`src/rtl/voxel_brick_isolate_fill_filter_unit_macros.svh`:
```
// Assertion macros shared by the voxel brick filter RTL.
`ifndef VOXEL_BRICK_ISOLATE_FILL_FILTER_UNIT_MACROS_SVH
`define VOXEL_BRICK_ISOLATE_FILL_FILTER_UNIT_MACROS_SVH

// Same-cycle implication, checked at every rising clock edge outside reset.
`define VBIF_ASSERT_IMPL(label, clk, rst, ante, cons, msg) \
   label: assert property (@(posedge clk) disable iff (rst) (ante) |-> (cons)) \
      else $error(msg);

// Next-cycle implication, checked at every rising clock edge outside reset.
`define VBIF_ASSERT_NEXT(label, clk, rst, ante, cons, msg) \
   label: assert property (@(posedge clk) disable iff (rst) (ante) |=> (cons)) \
      else $error(msg);

`endif

```
`src/rtl/vbif_pkg.sv`:
```
// Types and face constants for the voxel brick isolate and fill filter.
package vbif_pkg;

   localparam int unsigned MASK_W  = 64;
   localparam int unsigned COUNT_W = 7;

   // Face layers of a 4x4x4 brick, voxel (x,y,z) at bit x+4y+16z
   localparam logic [MASK_W-1:0] FACE_X0 = 64'h1111_1111_1111_1111;
   localparam logic [MASK_W-1:0] FACE_X3 = 64'h8888_8888_8888_8888;
   localparam logic [MASK_W-1:0] FACE_Y0 = 64'h000F_000F_000F_000F;
   localparam logic [MASK_W-1:0] FACE_Y3 = 64'hF000_F000_F000_F000;
   localparam logic [MASK_W-1:0] FACE_Z0 = 64'h0000_0000_0000_FFFF;

   typedef struct packed {
      logic [MASK_W-1:0] brick_mask;
      logic [MASK_W-1:0] neighbor_xp_mask;
      logic [MASK_W-1:0] neighbor_xm_mask;
      logic [MASK_W-1:0] neighbor_yp_mask;
      logic [MASK_W-1:0] neighbor_ym_mask;
      logic [MASK_W-1:0] neighbor_zp_mask;
      logic [MASK_W-1:0] neighbor_zm_mask;
   } req_type;

   typedef struct packed {
      logic [MASK_W-1:0]  filtered_mask;
      logic [COUNT_W-1:0] removed_count;
      logic [COUNT_W-1:0] filled_count;
   } rsp_type;

   // Filter core output: new mask and the voxels it changed
   typedef struct packed {
      logic [MASK_W-1:0] filtered_mask;
      logic [MASK_W-1:0] removed_mask;
      logic [MASK_W-1:0] filled_mask;
   } filt_type;

endpackage

```
`src/rtl/voxel_brick_isolate_fill_filter_unit.sv`:
```
// Top level of the voxel brick isolate-removal and enclosed-fill filter.
//
// Usage:
//   Drive req_data (the brick mask and its six face-neighbour masks) and raise
//   start; the transaction is taken at the rising edge where start is high and
//   busy is low. busy is always low, so a brick may be presented every cycle.
//   Each result appears on rsp_data for exactly one cycle with rsp_valid high:
//   the filtered mask and the counts of voxels cleared and set.
// Pipeline: input register, then single-pass filter and popcount into the result
//   register.
// Throughput: one brick per cycle; the input and result registers each advance
//   every cycle.
// Reset: clears both valid flags, so no result is issued until a new
//   transaction arrives; bricks in flight are dropped.
// Stall: the receiver has no back-pressure and must take each result in the
//   cycle it is shown.
`include "voxel_brick_isolate_fill_filter_unit_macros.svh"

module voxel_brick_isolate_fill_filter_unit (
   input  logic              clock,
   input  logic              reset,
   input  logic              start,
   output logic              busy,
   input  vbif_pkg::req_type req_data,
   output logic              rsp_valid,
   output vbif_pkg::rsp_type rsp_data
);

   logic               req_valid_ff, req_valid_in;
   vbif_pkg::req_type  req_ff, req_in;
   logic               rsp_valid_ff, rsp_valid_in;
   vbif_pkg::rsp_type  rsp_ff, rsp_in;
   vbif_pkg::filt_type filt;
   logic [vbif_pkg::COUNT_W-1:0] removed_cnt, filled_cnt;

   // Never hold off a transaction
   assign busy = 1'b0;

   // Capture the incoming brick
   always_comb begin
      req_valid_in = start & ~busy;
      req_in       = req_data;
   end

   vbif_core u_core (
      .req_data  (req_ff),
      .filt_data (filt)
   );

   vbif_popcount u_removed_cnt (
      .bits_in   (filt.removed_mask),
      .count_out (removed_cnt)
   );

   vbif_popcount u_filled_cnt (
      .bits_in   (filt.filled_mask),
      .count_out (filled_cnt)
   );

   // Assemble the result transaction
   always_comb begin
      rsp_valid_in           = req_valid_ff;
      rsp_in.filtered_mask   = filt.filtered_mask;
      rsp_in.removed_count   = removed_cnt;
      rsp_in.filled_count    = filled_cnt;
   end

   // Control registers
   always_ff @(posedge clock) begin
      if (reset) begin
         req_valid_ff <= 1'b0;
         rsp_valid_ff <= 1'b0;
      end else begin
         req_valid_ff <= req_valid_in;
         rsp_valid_ff <= rsp_valid_in;
      end
   end

   // Payload registers
   always_ff @(posedge clock) begin
      req_ff <= req_in;
      rsp_ff <= rsp_in;
   end

   assign rsp_valid = rsp_valid_ff;
   assign rsp_data  = rsp_ff;

   // Checks
   `VBIF_ASSERT_IMPL(a_accept_to_rsp, clock, reset, start && !busy, ##2 rsp_valid, "accepted brick gave no result two cycles later")
   `VBIF_ASSERT_NEXT(a_stage_to_rsp, clock, reset, req_valid_ff, rsp_valid, "registered brick did not reach the result register")
   `VBIF_ASSERT_IMPL(a_counts_bounded, clock, reset, rsp_valid, ({1'b0, rsp_data.removed_count} + {1'b0, rsp_data.filled_count} <= 8'd64), "removed and filled counts overlap")

endmodule

```
`src/rtl/vbif_core.sv`:
```
// Six-neighbour gather and isolate-removal / enclosed-fill logic for one brick.
module vbif_core (
   input  vbif_pkg::req_type  req_data,
   output vbif_pkg::filt_type filt_data
);

   logic [vbif_pkg::MASK_W-1:0] m;
   logic [vbif_pkg::MASK_W-1:0] px, mx, py, my, pz, mz;
   logic [vbif_pkg::MASK_W-1:0] any_nb, all_nb, kept, result;

   // Shift the brick one voxel along each axis, bringing in the facing layer
   always_comb begin
      m  = req_data.brick_mask;
      px = ((m >> 1) & ~vbif_pkg::FACE_X3)
         | ((req_data.neighbor_xp_mask & vbif_pkg::FACE_X0) << 3);
      mx = ((m << 1) & ~vbif_pkg::FACE_X0)
         | ((req_data.neighbor_xm_mask & vbif_pkg::FACE_X3) >> 3);
      py = ((m >> 4) & ~vbif_pkg::FACE_Y3)
         | ((req_data.neighbor_yp_mask & vbif_pkg::FACE_Y0) << 12);
      my = ((m << 4) & ~vbif_pkg::FACE_Y0)
         | ((req_data.neighbor_ym_mask & vbif_pkg::FACE_Y3) >> 12);
      pz = (m >> 16) | ((req_data.neighbor_zp_mask & vbif_pkg::FACE_Z0) << 48);
      mz = (m << 16) | (req_data.neighbor_zm_mask >> 48);
   end

   // Drop isolated voxels, fill fully enclosed holes
   always_comb begin
      any_nb = px | mx | py | my | pz | mz;
      all_nb = px & mx & py & my & pz & mz;
      kept   = m & any_nb;
      result = kept | (~kept & all_nb);
      filt_data.filtered_mask = result;
      filt_data.removed_mask  = m & ~result;
      filt_data.filled_mask   = result & ~m;
   end

endmodule

```
`src/rtl/vbif_popcount.sv`:
```
// Adder-tree population count of a 64-bit mask.
module vbif_popcount (
   input  logic [vbif_pkg::MASK_W-1:0]  bits_in,
   output logic [vbif_pkg::COUNT_W-1:0] count_out
);

   logic [1:0] lvl1 [32];
   logic [2:0] lvl2 [16];
   logic [3:0] lvl3 [8];
   logic [4:0] lvl4 [4];
   logic [5:0] lvl5 [2];

   // Sum pairs at each level, widening by one bit
   always_comb begin
      for (int i = 0; i < 32; i++) begin
         lvl1[i] = {1'b0, bits_in[2*i]} + {1'b0, bits_in[2*i+1]};
      end
      for (int i = 0; i < 16; i++) begin
         lvl2[i] = {1'b0, lvl1[2*i]} + {1'b0, lvl1[2*i+1]};
      end
      for (int i = 0; i < 8; i++) begin
         lvl3[i] = {1'b0, lvl2[2*i]} + {1'b0, lvl2[2*i+1]};
      end
      for (int i = 0; i < 4; i++) begin
         lvl4[i] = {1'b0, lvl3[2*i]} + {1'b0, lvl3[2*i+1]};
      end
      for (int i = 0; i < 2; i++) begin
         lvl5[i] = {1'b0, lvl4[2*i]} + {1'b0, lvl4[2*i+1]};
      end
      count_out = {1'b0, lvl5[0]} + {1'b0, lvl5[1]};
   end

endmodule

```
`config.mk`:
```
export PLATFORM = sky130hd
export DESIGN_NAME = voxel_brick_isolate_fill_filter_unit
export DESIGN_NICKNAME = d
export VERILOG_FILES = /design/src/rtl/vbif_pkg.sv /design/src/rtl/voxel_brick_isolate_fill_filter_unit.sv /design/src/rtl/vbif_core.sv /design/src/rtl/vbif_popcount.sv
export VERILOG_INCLUDE_DIRS = /design/src /design/src/rtl
export SDC_FILE = /design/constraint.sdc
export NUM_CORES = 1
export LEC_CHECK = 0
export BUFFER_PORTS_ARGS = -buffer_cell sky130_fd_sc_hd__buf_2
export CORE_AREA = 2 2 208 210
export DETAILED_ROUTE_END_ITERATION = 8
export DIE_AREA = 0 0 210 212
export PLACE_DENSITY = 0.61
export SLEW_MARGIN = 15
export SYNTH_ARGS = -nofsm -noshare
export SYNTH_HDL_FRONTEND = slang
export SYNTH_SLANG_ARGS = --single-unit
```
`constraint.sdc`:
```
create_clock -name clock -period 9.3 [get_ports clock]
set_clock_uncertainty 0.1 [all_clocks]
set_input_delay 1.395 -clock clock [delete_from_list [all_inputs] [get_ports clock]]
set_output_delay 1.395 -clock clock [all_outputs]
set_load 0.005 [all_outputs]
```
==> out/qor_table.md <==
| Parameter | This run |
| --- | --- |
| Result of the run | completed |
| Die outline height | 212 um |
| Wire length of the first global-routing pass | 59,500 um |
| Type of the worst min-delay path | flip-flop to flip-flop |
| Cell count after synthesis | 1,076 |
| Arrival time worst endpoint | 7.53 ns |
| Critical path type | flip-flop to flip-flop |
| Launching element type of the critical path | flip-flop |
| Num CTS Buffers | 27 |
| Worst voltage drop across the vdd grid | 136 uV |
| Initial DRT Pass Iterations | 5 |
| Via count of the first global-routing pass | 8,788 |
| Clock tree sinks | 240 |
| Power density relative to cell area | 184 mW/mm^2 |
| Skew-Pair Late Insertion Delay | 0.57 ns |
| Die X-Extent | 210 um |
| Filler cells | 4,376 |
| Mean routed wirelength per cell | 22.5 um |
| Peak per-stage delay on the critical path | 0.71 ns |
| Syn nets | 1,665 |
| Final critical-path share of the clock period | 0.773 |
| Area of all sequential standard cells | 0.00480 mm^2 |
| Most common library cell in the layout ignoring fill and taps | sky130_fd_sc_hd__buf_2 |
| Clock power share | 0.465 |
| Clock tree buffer depth | 3 |
| Total I/O pin count | 531 |
| Gate power share | 0.072 |
| Number of setup buffers added after CTS | 0 |
| Register clock-pin slew on the reported worst setup and hold paths | 0.07 ns |
| Count of endpoints failing hold in the final timing report | 0 |
| Net count of the finished layout | 1,881 |
| TritonCTS clock tree | built |
| Initial antenna violation count | 2 |
| Vias per inst | 4.74 |
| Max-slew violations | 0 |
| Cell with the largest stage delay on the worst path | sky130_fd_sc_hd__dfxtp_1 |
| Net Sw Power | 0.634 mW |
| Depth of the CTS H-tree | 1 |
| Post-Syn Area | 0.0110 mm^2 |
| TNS Setup | 0 ns |
| Peak fanout along the critical path | 13 |
| Total of max-cap violations | 0 |
| Fraction of power spent switching nets | 0.253 |
| Total Die Area | 0.0445 mm^2 |
| Cells along the critical path | nand2_1 > or3_1 > fa_1 > fa_1 > fa_1 > inv_1 > fa_1 > inv_1 > fa_1 > fa_1 > fa_1 > inv_1 > fa_1 > ha_1 > fa_1 > a211o_2 > a21oi_1 > o21bai_1 |
| Min Tclk post-route | 7.19 ns |
| Post-layout power | 2.51 mW |
| Post-cts sizing count | 0 |
| Detailed placer's ending HPWL | 34,100 um |
| GR Overflow Total | 0 |
| Sequential power share | 0.463 |
| Transition time at the pin with the least slew margin | 0.730 ns |
| Root buf cell | sky130_fd_sc_hd__clkbuf_16 |
| Worst slew slack as a fraction of its limit | 0.510 |
| #FFs+latches synth | 240 |
| Most frequent cells in the layout | sky130_fd_sc_hd__buf_2, sky130_fd_sc_hd__dfxtp_1, sky130_fd_sc_hd__nor2_1 |
| P_int | 1.87 mW |
| Critical Path RT | 9.64 ns |
| Setup-failing EPs final | 0 |
| Starting Density | 0.259 |
| Drt first-iter violations | 725 |
| Area occupied by multi-input gates | 0.00557 mm^2 |
| Fmax | 139 MHz |
| Type of destination of the critical path | flip-flop |
| Cts-stage hold buffer count | 0 |
| Distinct cells, synth | 41 |
| Leakage dissipation | 6.08 nW |
| Cell mode on critical path | sky130_fd_sc_hd__fa_1 |
| DRC violation count after routing | 0 |
| Number of I/O port buffers | 241 |
| Fraction of layout instances using a drive strength above 1 | 0.224 |
| Yosys warns | 0 |
| Core Footprint | 0.0425 mm^2 |
| Detailed-route via count | 8,810 |
| Portion of the post-synthesis area used by sequential elements | 0.436 |
| Avg Cell Area, Syn | 10.2 um^2 |
| Post-route antenna net violation count | 0 |
| Syn-to-layout area delta | 23.8% |
| Overall fraction of global-route tracks in use | 0.188 |
| Unrepaired setup endpoints after global routing | false |
| Placer Congestion | 0.873 |
| Largest net degree at the start of global routing | 16 |
| Final WL | 41,800 um |
| Number of rows in the core area | 76 |
## critical path, delay by kind of cell, from the launching register on
kind	cells	cell delay [ns]
DFF	1	0.71
AOI/OAI and AO/OA	3	0.55
and+or+nand+nor	2	0.69
buffers and inverters	3	0.18
adders and majority gates	10	4.83
## power by group through the flow
stage          sequential (mW)  clock, mW  combinational [mW]
3_3_place_gp              1.18          0               0.179
2_1_floorplan             1.13          0               0.106
5_1_grt                   1.17       1.23               0.200
3_5_place_dp              1.18          0               0.179
6_report                  1.16       1.17               0.180
4_1_cts                   1.16       1.19               0.181
## routing by layer
layer	vias up	share of wire	GRT usage
li1	4133	-	-
met1	4210	0.49	0.279
met2	408	0.41	0.273
met3	55	0.081	0.0446
met4	4	0.024	0.0435
met5	-	0.00065	0
## registers in the layout, summed over array words and instances, names as in the netlist
signal	count
req_ff	160
rsp_valid	1
req_valid_ff	1
rsp_data	78
## per-stage QoR
stage,hold slack [ns],cell area (um^2),instances,worst slack (ns),utilization
detailed placement,0.336,12700,1809,2.19,0.298
finish,0.345,13600,1859,2.11,0.321
global placement,0.329,12700,1809,2.21,0.298
global route,0.378,13600,1858,1.94,0.321
floorplan,0.314,11000,1076,2.82,-
CTS,0.350,13600,1858,2.20,0.321
## path summary, 6_finish.rpt
| check | startpoint | end | slack, ns | cells past startpoint |
|---|---|---|---|---|
| hold / removal | req_valid_ff$_SDFF_PP0_ | rsp_valid$_SDFF_PP0_ | 0.34 | 1 |
| hold reg to reg | req_valid_ff$_SDFF_PP0_ | rsp_valid$_SDFF_PP0_ | 0.34 | 1 |
| setup reg to reg | req_ff[425]$_DFF_P_ | rsp_data[6]$_DFF_P_ | 2.11 | 18 |
| setup / recovery | req_ff[425]$_DFF_P_ | rsp_data[6]$_DFF_P_ | 2.11 | 18 |
## cell families (layout without fill, tap and decap cells)
family / count (synthesis) / in the layout / synth area share
other cells: 1 / 2 / 0.000340
simple gates: 443 / 443 / 0.203
flops: 240 / 240 / 0.436
compound gates: 90 / 90 / 0.0678
buf+inv: 159 / 395 / 0.0588
fa+ha+maj: 138 / 138 / 0.230
xor+xnor: 5 / 5 / 0.00398
## cells in the mapped netlist (all sizes together)
master,instances,area (um^2)
nand4,101,632
o31ai,1,7.51
xnor2,3,26.3
nand2,56,210
nand2b,1,6.26
nor2,136,510
or3,40,250
o21a,1,7.51
o21ai,4,20.0
a21o,6,46.3
nor2b,2,12.5
xor2,2,17.5
nor3,18,90.1
nor4,11,68.8
o211a,1,10.0
o21bai,2,15.0
and4,5,43.8
fa,108,2160
a31oi,1,6.26
nor3b,2,15.0
nand3,53,265
buf,38,193
a21oi,5,25.0
a32o,6,60.1
conb,1,3.75
nand3b,1,7.51
a211oi,4,30.0
inv,101,379
nor4b,2,17.5
nand4b,4,35.0
a2111oi,1,10.0
ha,30,375
dfxtp,240,4800
and3,11,68.8
a211o,1,10.0
o2bb2ai,57,499
clkbuf,20,76.3
## final cells by class
type | count | area share
clock buffers | 33 | 0.0541
multi-input cells | 677 | 0.408
clock inverters | 16 | 0.0171
inverters | 101 | 0.0278
flip-flops and latches | 240 | 0.352
repair buffers | 245 | 0.0906
well taps | 546 | 0.0501
diodes | 1 | 0.000183
Note: power is estimated with default switching activity, not from simulation.
